===== src/design/imm_pkg.sv =====
// ============================================================================
// imm_pkg - integer matrix multiply shared definitions
// Item types, opcodes and control bundles used by the core and its units.
// ============================================================================
package imm_pkg;

    localparam int ELEM_W  = 32;
    localparam int INDEX_W = 4;
    localparam int LEN_W   = 5;

    localparam logic [1:0] OP_WRITE_A = 2'd0;
    localparam logic [1:0] OP_WRITE_B = 2'd1;
    localparam logic [1:0] OP_COMPUTE = 2'd2;

    typedef struct packed {
        logic [1:0]         opcode;
        logic [INDEX_W-1:0] row_index;
        logic [INDEX_W-1:0] col_index;
        logic [ELEM_W-1:0]  element_value;
    } in_item_t;

    typedef struct packed {
        logic [ELEM_W-1:0]  product_value;
        logic [INDEX_W-1:0] out_row;
        logic [INDEX_W-1:0] out_col;
    } out_item_t;

    // sequencer to multiply-accumulate unit
    typedef struct packed {
        logic clear;  // zero the accumulator
        logic issue;  // operand read issued this cycle
    } mac_ctrl_t;

endpackage


===== src/design/imm_mac.sv =====
// ============================================================================
// imm_mac - shared multiply-accumulate unit
// Two stages behind the store read: registered 32x32 product (low word),
// then a wrapping 32-bit accumulate.
// ============================================================================
module imm_mac (
    input  logic                       clk,
    input  logic                       rst_n,
    input  imm_pkg::mac_ctrl_t         ctrl,
    input  logic [imm_pkg::ELEM_W-1:0] a_data,
    input  logic [imm_pkg::ELEM_W-1:0] b_data,
    output logic [imm_pkg::ELEM_W-1:0] acc,
    output logic                       busy
);

    logic                       rd_valid_reg;
    logic                       mul_valid_reg;
    logic [imm_pkg::ELEM_W-1:0] mul_reg;
    logic [imm_pkg::ELEM_W-1:0] acc_reg;
    logic [imm_pkg::ELEM_W-1:0] prod_lo;

    // only the low word survives the wrap
    assign prod_lo = a_data * b_data;

    always_ff @(posedge clk or negedge rst_n)
    begin
        if (!rst_n)
        begin
            rd_valid_reg  <= 1'b0;
            mul_valid_reg <= 1'b0;
        end
        else
        begin
            rd_valid_reg  <= ctrl.issue;
            mul_valid_reg <= rd_valid_reg;
        end
    end

    always_ff @(posedge clk)
    begin
        if (rd_valid_reg)
        begin
            mul_reg <= prod_lo;
        end
        if (ctrl.clear)
        begin
            acc_reg <= '0;
        end
        else if (mul_valid_reg)
        begin
            acc_reg <= acc_reg + mul_reg;
        end
    end

    assign acc  = acc_reg;
    assign busy = rd_valid_reg | mul_valid_reg;

endmodule


===== config.mk =====
export PLATFORM = sky130hd
export DESIGN_NAME = imm_mac
export DESIGN_NICKNAME = d
export VERILOG_FILES = /design/src/design/imm_pkg.sv /design/src/design/imm_mac.sv
export SDC_FILE = /design/constraint.sdc
export NUM_CORES = 1
export LEC_CHECK = 0
export BUFFER_PORTS_ARGS = -buffer_cell sky130_fd_sc_hd__buf_2
export CORE_ASPECT_RATIO = 0.75
export CORE_MARGIN = 2
export CORE_UTILIZATION = 63
export DETAILED_ROUTE_END_ITERATION = 10
export PLACE_DENSITY_LB_ADDON = 0.2
export SETUP_SLACK_MARGIN = 0.1
export SYNTH_ARGS = -nofsm -noshare
export SYNTH_HDL_FRONTEND = slang
export SYNTH_SLANG_ARGS = --single-unit

===== constraint.sdc =====
create_clock -name clk -period 3.77 [get_ports clk]
set_clock_uncertainty 0.15 [all_clocks]
set_input_delay 0.1885 -clock clk [delete_from_list [all_inputs] [get_ports clk]]
set_output_delay 0.1885 -clock clk [all_outputs]
set_load 0.05 [all_outputs]

After elaboration in Yosys (flattened, before gate mapping)
Index checks and enable logic that the tools add are counted.
{"block": "totals", "ff_bits": 66, "inputBits": 68, "out_inout_bits": 33, "wordCells": 7}
{"block": "op_classes", "add_sub_neg": 1, "mul": 1, "n_bitwise": 1}
{"operator": "32-bit adder", "n": 1}
{"operator": "32-bit by 32-bit multiplier with 32-bit output", "n": 1}
{"operator": "1-bit bitwise OR", "n": 1}

Longest topological paths before layout
Gate-level depths: netlist of run 1.
{"block": "depth", "depth_word": 1, "depth_mapped": 27, "depth_no_buf": 25}

Worst setup path before layout of run 1
Ideal clock, no wire load.
{"block": "synth_timing", "path_kind": "input to register", "startpoint": "in a_data[12] (netlist name)", "endpoint": "reg mul_reg[30] (netlist name) (data pin)", "setup_time_ns": 0.266, "t_arrival_ns": 6.425, "t_required_ns": 3.354, "setup_slack_ns": -3.071, "stages": 26, "path_buffers": 2, "path_cell_list": "clkbuf_1 > clkbuf_1 > nand2_1 > fa_1 > inv_1 > fa_1 > inv_1 > fa_1 > fa_1 > inv_1 > fa_1 > inv_1 > fa_1 > fa_1 > fa_1 > inv_1 > ha_1 > a21o_1 > a21o_1 > a21oi_1 > o21ai_0 > a41oi_1 > o311ai_1 > nor4_1 > nor3_1 > xor2_1"}
{"block": "synth_via", "elab_chain_cells": 1}
{"item": "from (decl)", "line": "imm_mac.sv:10", "source": "input logic [imm_pkg::ELEM_W-1:0] a_data,"}
{"item": "32-bit by 32-bit multiplier with 32-bit output", "line": "imm_mac.sv:23", "source": "assign prod_lo = a_data * b_data;"}
{"item": "via prod_lo (one bit)", "line": "imm_mac.sv:20", "source": "logic [imm_pkg::ELEM_W-1:0] prod_lo;"}
{"item": "to (signal assigned)", "line": "imm_mac.sv:43", "source": "mul_reg <= prod_lo;"}
{"item": "to (decl)", "line": "imm_mac.sv:18", "source": "logic [imm_pkg::ELEM_W-1:0] mul_reg;"}
The timed path passes the listed nets, and every way through them passes these cells.
A chain may end at the register's enable or synchronous reset.

Worst setup path after layout of run 1
Same ends and word-level chain as after synthesis.

==> reports/metrics.cfg, run 1 <==
[logic_synthesis]
synth_top_area_frac=0.426
syn_inst=2092
synth_area_per_cell_sq_um=9.19
synth_warnings=0
synthFlopType=edfxtp_1
syn_nets=2723
synth-seq-cells=66
yosysUniqueCellTypes=66
async_flop_share=0.0303
synth_area_leaders=fa_1 43%, ha_1 10%, and2_1 8.8%
syn_area_sq_mm=0.0192
synth_edf_count=32
yosysTopAreaCell=fa_1
synth_seq_area_share=0.0859

[drt]
drc_errors=0
antenna_left=0
wl_um=58300
first_pass_iters=6
dr_total_vias=15700
vias_per_cell=5.62
post_drt_wl_per_cell_um=20.9
drt-initial-drc-count=1405

[sta]
layout_min_cycle_time_ns=6.47
setup_viol=25
worst_slew_pin_slew_ns=0.673
layout_setup_ws_ns=-2.70
max-slew-margin-rel=0.547
rsz0062_at_grt=true
slew_viol_final=0
fmax_mhz=155
hold_viol_final=0
post-route-period-util=1.71

[global_routing]
grt_first_pass_wirelength_um=90700
grt_max_degree=35
track_usage=0.375
grt_overflow_total=0
first_global_vias=16700
antenna_found_initial=1

[run_status]
failed_checks=setup timing
status=finished, violations left

[clock_tree]
path_clk_slew_ns=0.06
cts_sinks=66
cts_tree=built
cts_max_level=3
clock_path_buffers=2
clk_latency_ns=0.34
cts_made_buffers=9
root_buffer=clkbuf_16

[finish]
n_antenna_cell=0
design_area_sq_mm=0.0238
fillers=1842
final_cell_mix=389 x inv_1, 361 x fa_1, 283 x nand2_1, 250 x and2_1, 226 x buf_4
multi_input_area_sq_mm=0.0166
nets=3018
final_cells=2791
area_delta_synth_final_pct=23.8
register_area_sq_mm=0.00165
final_common_cell=inv_1
layout-drive-gt1-share=0.242

[die]
ios=101
dieWidth_um=206
rows=55
core_area_sq_mm=0.0301
dieArea_sq_mm=0.0319
initial_core_util=0.639
die_h_um=155

[critical_path]
critPathLaunch=a_data[12]
worstSetupStartpointType=input port
crit_fanout=6
crit_cells=23
crit_slowest_cell=fa_1
worstPathArrival_ns=6.39
end_kind=flip-flop
r2r_slack_ns=0.47
rr_endpoint=acc[20]$_SDFFE_PP0P_
ff2ff_path_depth=12
timing_worst_setup_path_type=in2reg
slowest_delay_ns=0.55
endpoint=mul_reg[30]$_DFFE_PP_
r2r-start=mul_reg[0]$_DFFE_PP_
worstPathCellList=buf_4 > buf_4 > and2_1 > fa_1 > fa_2 > fa_1 > inv_1 > fa_1 > inv_1 > fa_1 > fa_2 > fa_2 > fa_2 > ha_4 > a21o_1 > a21o_1 > a21oi_2 > o21ai_2 > a41oi_2 > o311ai_2 > nor4_1 > nor3_1 > xor2_1
path_buf_inv=4
crit_family=adder cells
crit_required_ns=3.70

[placement]
hpwl_um=46200
placed_cells=2727
routabilityCongestion=0.972
dpl_cell_area_sq_mm=0.0220
port_buffers=100

[min_path]
hold_path.class=in2async

[job]
maxCapViolations=0

Yosys cell counts (2+ instances only):
cell,n
and2_1,271
a31o_2,2
nor4_1,3
xor2_1,25
a21o_1,24
dfrtp_1,2
nand2_1,289
o211ai_1,2
o21a_1,7
a31oi_1,4
and3_1,5
nand4_1,4
o21ai_0,20
fa_1,409
or3_1,2
or2_2,2
a41oi_1,2
clkbuf_1,93
xnor2_1,85
nand3_1,7
o22ai_1,4
nand2b_1,5
a211o_1,5
nor2_1,61
ha_1,154
nor2b_1,4
dfxtp_1,32
a31o_1,2
nor3_1,10
o311ai_1,3
mux2i_1,16
o21bai_1,4
a211oi_1,9
inv_1,408
a21boi_0,2
o211a_1,2
a21oi_1,44
edfxtp_1,32
o21ai_1,10
worst register-to-register path, delay by kind of cell (launching register included):
family                   cells  cell delay [ns]
adder cells (fa/ha/maj)      2             0.49
AO/OA/AOI/OAI                6             1.63
buffers and inverters        1             0.07
XOR/XNOR                     1             0.14
AND/OR/NAND/NOR              2             0.23
flip-flops                   1             0.47
layout make-up:
type	instances	area share
Clock inverter	5	0.00231
Timing Repair Buffer	378	0.136
Clock buffer	11	0.00978
Inverter	408	0.0643
Sequential cell	66	0.0694
Tap cell	399	0.0210
Multi-Input combinational cell	1524	0.698
worst min-delay path by stage:
stage               startpoint                      end  slack [ns]  cells past startpoint
detailed placement       rst_n  mul_valid_reg$_DFF_PN0_       -0.17                      1
CTS                      rst_n   rd_valid_reg$_DFF_PN0_       0.009                      2
finish                   rst_n   rd_valid_reg$_DFF_PN0_        0.02                      2
global placement         rst_n  mul_valid_reg$_DFF_PN0_       -0.18                      1
floorplan                rst_n  mul_valid_reg$_DFF_PN0_       -0.26                      0
global route             rst_n   rd_valid_reg$_DFF_PN0_        0.01                      2
metal layers:
layer | track usage | share of wire
met1 | 0.543 | 0.41
met3 | 0.124 | 0.14
met5 | 0 | 0
met2 | 0.557 | 0.43
met4 | 0.0730 | 0.020
cell families (layout without fill, tap and decap cells):
family,after synthesis,in the layout,share of synthesized area
compound gates,161,161,0.0572
xor+xnor,110,110,0.0501
fa+ha+maj,563,563,0.526
buf+inv,502,802,0.0981
flops,66,66,0.0859
mux,16,16,0.00833
simple gates,674,674,0.174
per-stage QoR:
step	setup slack [ns]	TNS, ns	util	hold WS (ns)
after floorplan	-2.74	-50.43	-	-0.257
after global placement	-3.05	-59.90	0.731	-0.178
after detailed placement	-3.20	-62.52	0.731	-0.173
after CTS	-2.61	-48.88	0.781	0.00888
after global routing	-2.87	-55.80	0.792	0.0132
final	-2.70	-51.89	0.792	0.0233
what timing repair did:
item	4_1_cts	5_1_grt
buffers inserted	36	12
hold buffers	2	0
setup endpoints to repair	27	26
gates cloned	2	1
endpoints found under the hold margin	3	0
pin swaps	117	65
resized for setup	227	67
Power of run 1 is not shown: default switching activity piles up to over one toggle a cycle in this logic, so the estimate is an artifact.
==> inputs of run 2 (changes only) <==
HOLD_SLACK_MARGIN = 0.05   (was not set)
REMOVE_ABC_BUFFERS = 1   (was not set)
==> run 2 against run 1 <==
The flow still finishes with violations (setup timing). First-iteration DRC count rose by 7.2%. Critical path depth is the same. Final area decreased by 2.2%. Hold slack improved by 0.20 ns. Die area unchanged. Non-clock buffer count fell by 44. Global-route usage is 0.39 points lower.
==> reports/metrics.cfg, run 2 (same netlist as run 1, synthesis figures left out) <==
[global_routing]
grt_first_pass_wirelength_um=89200  ; was 90,700 um
grt_max_degree=35  ; unchanged
antenna_found_initial=2  ; was 1
grt_overflow_total=0  ; unchanged
first_global_vias=16500  ; was 16,700
track_usage=0.371  ; was 0.375

[drt]
vias_per_cell=5.71  ; was 5.62
drc_errors=0  ; unchanged
antenna_left=0  ; unchanged
post_drt_wl_per_cell_um=21.0  ; was 20.9 um
wl_um=57700  ; was 58,300 um
drt-initial-drc-count=1506  ; was 1,405
first_pass_iters=6  ; unchanged
dr_total_vias=15700  ; about the same

[critical_path]
worstSetupStartpointType=input port  ; unchanged
end_kind=flip-flop  ; unchanged
crit_required_ns=3.71  ; was 3.70 ns
slowest_delay_ns=0.57  ; was 0.55 ns
crit_slowest_cell=fa_1  ; unchanged
worstPathArrival_ns=6.40  ; was 6.39 ns
worstPathCellList=buf_6 > and2_1 > fa_1 > fa_1 > fa_1 > inv_1 > fa_1 > inv_2 > fa_1 > inv_2 > fa_1 > inv_1 > fa_1 > fa_1 > ha_4 > buf_4 > and3_4 > a211o_1 > o311ai_4 > a31o_4 > o21ai_4 > o22ai_2 > xnor2_1  ; was buf_4 > buf_4 > and2_1 > fa_1 > fa_2 > fa_1 > inv_1 > fa_1 > inv_1 > fa_1 > fa_2 > fa_2 > fa_2 > ha_4 > a21o_1 > a21o_1 > a21oi_2 > o21ai_2 > a41oi_2 > o311ai_2 > nor4_1 > nor3_1 > xor2_1
r2r-start=mul_reg[16]$_DFFE_PP_  ; was mul_reg[0]$_DFFE_PP_
crit_fanout=12  ; was 6
rr_endpoint=acc[31]$_SDFFE_PP0P_  ; was acc[20]$_SDFFE_PP0P_
ff2ff_path_depth=10  ; was 12
crit_family=adder cells  ; unchanged
timing_worst_setup_path_type=in2reg  ; unchanged
path_buf_inv=6  ; was 4
crit_path_frequent_cell=fa_1
r2r_slack_ns=0.36  ; was 0.47 ns

[placement]
routabilityCongestion=0.974  ; was 0.972
port_buffers=100  ; unchanged
dp_slack_ns=-3.19  ; was -3.20 ns
hpwl_um=47100  ; was 46,200 um

[clock_tree]
cts_tree=built  ; unchanged
cts_made_buffers=9  ; unchanged
cts_max_level=3  ; unchanged
cts_sinks=66  ; unchanged
clock_path_buffers=2  ; unchanged
clk_latency_ns=0.34  ; about the same
root_buffer=clkbuf_16  ; unchanged
path_clk_slew_ns=0.06  ; about the same

[die]
core_area_sq_mm=0.0301  ; unchanged
dieWidth_um=206  ; unchanged
initial_core_util=0.639  ; unchanged
dieArea_sq_mm=0.0319  ; unchanged
die_h_um=155  ; unchanged
rows=55  ; unchanged
ios=101  ; unchanged

[finish]
fillers=1995  ; was 1,842
multi_input_area_sq_mm=0.0164  ; was 0.0166 sq mm
final_cell_mix=391 x inv_1, 386 x fa_1, 287 x nand2_1, 256 x and2_1, 182 x buf_4  ; was 389 x inv_1, 361 x fa_1, 283 x nand2_1, 250 x and2_1, 226 x buf_4
layout-drive-gt1-share=0.210  ; was 0.242
register_area_sq_mm=0.00165  ; unchanged
area_delta_synth_final_pct=21.1  ; was 23.8%
nets=2974  ; was 3,018
post-route-util=0.774  ; was 0.792
final_common_cell=inv_1  ; unchanged

[min_path]
min_path_cells=2
worstHoldEndpoint=acc[3]$_SDFFE_PP0P_
hold_path.class=in2reg  ; was in2async
holdCritStartpoint=ctrl[1]

[sta]
post-route-period-util=1.71  ; about the same
whs_ns=0.223  ; was 0.0233 ns
slew_viol_final=0  ; unchanged
max-slew-margin-rel=0.471  ; was 0.547
worst_slew_pin_slew_ns=0.787  ; was 0.673 ns
layout_min_cycle_time_ns=6.46  ; was 6.47 ns
hold_viol_final=0  ; unchanged
tns_ns=-53.67  ; was -51.89 ns
layout_setup_ws_ns=-2.69  ; was -2.70 ns
setup_viol=26  ; was 25
rsz0062_at_grt=true  ; unchanged
fmax_mhz=155  ; about the same

[run_status]
failed_checks=setup timing  ; unchanged
status=finished, violations left  ; unchanged

[job]
maxCapViolations=0  ; unchanged

-- run 2: what timing repair did --
item / in CTS / in global routing
resized for setup: 169 / 88
endpoints found under the setup margin: 26 / 26
hold endpoints to repair: 3 / 0
setup buffers: 11 / 8
hold buffers: 3 / 0
pin swaps: 80 / 63
-- run 2: worst max-delay path by stage --
stage	startpoint	end	slack (ns)	cells past startpoint
final	b_data[6]	mul_reg[31]$_DFFE_PP_	-2.69	23
after global routing	b_data[3]	mul_reg[22]$_DFFE_PP_	-2.82	27
after CTS	b_data[3]	mul_reg[29]$_DFFE_PP_	-2.60	22
after detailed placement	b_data[5]	mul_reg[31]$_DFFE_PP_	-3.19	22
after global placement	b_data[5]	mul_reg[30]$_DFFE_PP_	-3.07	24
after floorplan	b_data[5]	mul_reg[30]$_DFFE_PP_	-2.68	23
-- run 2: metal layers --
layer  vias to the layer above  GRT usage  routed length [um]
met1                      7932      0.534               23300
met4                         2     0.0747                1170
met5                         -          0                  14
met2                       860      0.544               25600
met3                       115      0.136                7630
li1                       6799          -                   -
-- run 2: layout make-up --
class / instances / area share
antenna: 2 / 0.000215
inverter: 408 / 0.0658
clock buffer: 11 / 0.0100
timing repair buffer: 334 / 0.122
multi-input combinational: 1524 / 0.707
sequential: 66 / 0.0709
tap: 399 / 0.0214
clock inverter: 5 / 0.00339
-- run 2: per-stage QoR --
| stage | std cells | cell area (sq um) |
|---|---|---|
| final | 2749 | 23300 |
| after global placement | 2711 | 21700 |
| after floorplan | 1998 | 18900 |
| after CTS | 2741 | 22800 |
| after detailed placement | 2711 | 21700 |
| after global routing | 2747 | 23300 |
Power of run 2 is left out for the same reason.
==> inputs of run 3 (changes only) <==
ABC_AREA = 1   (was not set)
==> run 3 against run 2 <==
The run still ends with setup timing left. Core utilization grew 3.0 points. Final area grew 12%. Via count grew 25%. Flip-flop and latch count did not move. Fmax is 1.8% higher. Cell count grew 27%. Synthesized cell count increased by 32%. Synthesized area is 7.5% higher. Non-clock buffer count grew 66. Critical path depth up 3. Worst setup slack better by 0.12 ns. Hold slack better by 0.025 ns. Critical path type unchanged. Largest cell class unchanged. Highest routed layer is now met4.
==> reports/metrics.cfg, run 3 <==
[logic_synthesis]
synth_top_family_by_area=adder cells  ; unchanged
synth_warnings=0  ; unchanged
synth_xor_area_frac=0.0266  ; was 0.0501
yosysTopAreaCell=fa_1  ; unchanged
synth_fa_ha_area_frac=0.489  ; was 0.526
synth-seq-cells=66  ; unchanged
synthMuxAreaShare=0  ; was 0.00833
synthFlopType=edfxtp_1  ; unchanged
syn_area_sq_mm=0.0207  ; was 0.0192 sq mm
synth_compound_area_frac=0.0475  ; was 0.0572
yosys.area_share.simple=0.187  ; was 0.174
synthMostInstantiatedCell=inv_1  ; was fa_1
synth_seq_area_share=0.0799  ; was 0.0859
syn_inst=2755  ; was 2,092
synth_top_area_frac=0.396  ; was 0.426
yosysUniqueCellTypes=47  ; was 66
async_flop_share=0.0303  ; unchanged
ys_top_cells_by_count=802 x inv_1, 761 x nand2_1, 409 x fa_1, 154 x ha_1, 113 x nor2_1  ; was 409 x fa_1, 408 x inv_1, 289 x nand2_1, 271 x and2_1, 154 x ha_1
synth_area_leaders=fa_1 40%, inv_1 15%, nand2_1 14%  ; was fa_1 43%, ha_1 10%, and2_1 8.8%
synth_edf_count=32  ; unchanged
synth_area_per_cell_sq_um=7.50  ; was 9.19 sq um

[die]
ios=101  ; unchanged
die_h_um=161  ; was 155 um
rows=57  ; was 55
dieWidth_um=213  ; was 206 um
initial_core_util=0.638  ; was 0.639
dieArea_sq_mm=0.0343  ; was 0.0319 sq mm
core_area_sq_mm=0.0324  ; was 0.0301 sq mm

[clock_tree]
clk_latency_ns=0.34  ; about the same
root_buffer=clkbuf_16  ; unchanged
cts_max_level=3  ; unchanged
cts_sinks=66  ; unchanged
clock_path_buffers=2  ; unchanged
cts_tree=built  ; unchanged
path_clk_slew_ns=0.06  ; about the same
cts_made_buffers=9  ; unchanged

[sta]
worst_slew_pin_slew_ns=0.732  ; was 0.787 ns
fmax_mhz=158  ; was 155 MHz
max-slew-margin-rel=0.512  ; was 0.471
post-route-period-util=1.68  ; was 1.71
layout_min_cycle_time_ns=6.34  ; was 6.46 ns
slew_viol_final=0  ; unchanged
whs_ns=0.248  ; was 0.223 ns
setup_viol=26  ; unchanged
hold_viol_final=0  ; unchanged
layout_setup_ws_ns=-2.57  ; was -2.69 ns
rsz0062_at_grt=true  ; unchanged

[critical_path]
crit_path_frequent_cell=fa_1  ; unchanged
timing_worst_setup_path_type=in2reg  ; unchanged
worstSetupStartpointType=input port  ; unchanged
path_buf_inv=8  ; was 6
worstPathArrival_ns=6.27  ; was 6.40 ns
crit_fanout=13  ; was 12
crit_slowest_cell=fa_1  ; unchanged
crit_family=adder cells  ; unchanged
slowest_delay_ns=0.55  ; was 0.57 ns
crit_required_ns=3.70  ; was 3.71 ns
end_kind=flip-flop  ; unchanged

[job]
maxCapViolations=0  ; unchanged

[finish]
final_cell_mix=738 x inv_1, 710 x nand2_1, 367 x fa_1, 229 x buf_4, 108 x ha_1  ; was 391 x inv_1, 386 x fa_1, 287 x nand2_1, 256 x and2_1, 182 x buf_4
post-route-util=0.804  ; was 0.774
layout-drive-gt1-share=0.229  ; was 0.210
nets=3682  ; was 2,974
final_common_cell=inv_1  ; unchanged
area_delta_synth_final_pct=25.9  ; was 21.1%

[global_routing]
track_usage=0.387  ; was 0.371
antenna_found_initial=1  ; was 2
first_global_vias=19300  ; was 16,500
grt_first_pass_wirelength_um=102000  ; was 89,200 um
grt_max_degree=33  ; was 35
grt_overflow_total=0  ; unchanged

[drt]
drc_errors=0  ; unchanged
first_pass_iters=6  ; unchanged
wl_um=71400  ; was 57,700 um
vias_per_cell=5.60  ; was 5.71
antenna_left=0  ; unchanged
post_drt_wl_per_cell_um=20.4  ; was 21.0 um
dr_total_vias=19600  ; was 15,700
drt-initial-drc-count=2232  ; was 1,506

[run_status]
status=finished, violations left  ; unchanged
failed_checks=setup timing  ; unchanged

[placement]
hpwl_um=51300  ; was 47,100 um
routabilityCongestion=0.985  ; was 0.974
port_buffers=100  ; unchanged

[min_path]
hold_path.class=in2reg  ; unchanged

-- run 3: cell count changes in the layout (fill, tap and decap cells not counted), moves of 34 or more --
| cell | change |
|---|---|
| o21ai_0 | +34 |
| xnor2_1 | -62 |
| inv_2 | +46 |
| and2_1 | -256 |
| inv_1 | +347 |
| buf_4 | +47 |
| nor2_1 | +47 |
| nand2_1 | +423 |
| nand3_1 | +53 |
-- run 3: final cells by class --
class                      count  area, sq um
antenna                        1         2.50
clock buffer                   9          225
clock inverter                 7          125
fill                        2008         6350
inverter                     802         3010
multi-input combinational   1772        16800
sequential                    66         1650
tap                          442          553
timing repair buffer         400         3640
-- run 3: timing repair --
| action | 4_1_cts | 5_1_grt |
|---|---|---|
| hold buffers | 3 | 0 |
| buffers inserted | 23 | 31 |
| gates resized for setup | 281 | 235 |
| endpoints found under the hold margin | 3 | 0 |
| cloned | 1 | 1 |
| pin swaps | 106 | 177 |
| setup endpoints to repair | 27 | 26 |
-- run 3: final timing paths --
check / slack [ns] / end / start / cells after the start
max: -2.57 / mul_reg[26]$_DFFE_PP_ / b_data[13] / 26
min: 0.25 / acc[31]$_SDFFE_PP0P_ / ctrl[1] / 2
max reg2reg: 1.03 / acc[26]$_SDFFE_PP0P_ / acc[0]$_SDFFE_PP0P_ / 15
min reg2reg: 0.36 / acc[31]$_SDFFE_PP0P_ / acc[31]$_SDFFE_PP0P_ / 2
max in group asynchronous: 2.77 / mul_valid_reg$_DFF_PN0_ / rst_n / 3
min in group asynchronous: 0.57 / rd_valid_reg$_DFF_PN0_ / rst_n / 3
-- run 3: routing by layer --
metal | part of all wire | routed length [um] | global-route usage | vias up
met2 | 0.45 | 32100 | 0.598 | 1343
met1 | 0.38 | 26800 | 0.557 | 9443
li1 | - | - | - | 8471
met4 | 0.042 | 3030 | 0.0751 | 0
met5 | 0 | 0 | 0 | -
met3 | 0.13 | 9390 | 0.100 | 326
-- run 3: logic make-up after synthesis --
kind of cell               after synthesis
xor gates and xnor gates                62
DFF                                     66
AOI/OAI and AO/OA                      168
and+or+nand+nor                        979
adders and majority gates              563
buffers and inverters                  917
-- run 3: worst reg2reg max path, cell delays in order, from the launching register on --
cell and delay (ns):
dfxtp_1 0.37, ha_1 0.20, inv_1 0.06, fa_1 0.45
o21ai_2 0.30, nand2_1 0.10, nand2_1 0.08, nand2_1 0.05
nand2_1 0.15, nand4_1 0.11, nand3_1 0.22, nand2_1 0.12
nand3_1 0.08, nand3_1 0.08, nand2_1 0.07, inv_1 0.04
-- run 3: metrics by stage --
| stage | setup TNS (ns) | setup slack [ns] | std cells | instance area [sq um] |
|---|---|---|---|---|
| floorplan | -40.61 | -2.30 | 2640 | 20200 |
| CTS | -48.11 | -2.43 | 3471 | 25000 |
| global placement | -61.90 | -3.07 | 3432 | 23300 |
| global route | -55.23 | -2.82 | 3498 | 26000 |
| finish | -53.18 | -2.57 | 3499 | 26000 |
| detailed placement | -64.73 | -3.18 | 3432 | 23300 |
Power of run 3 is left out for the same reason.
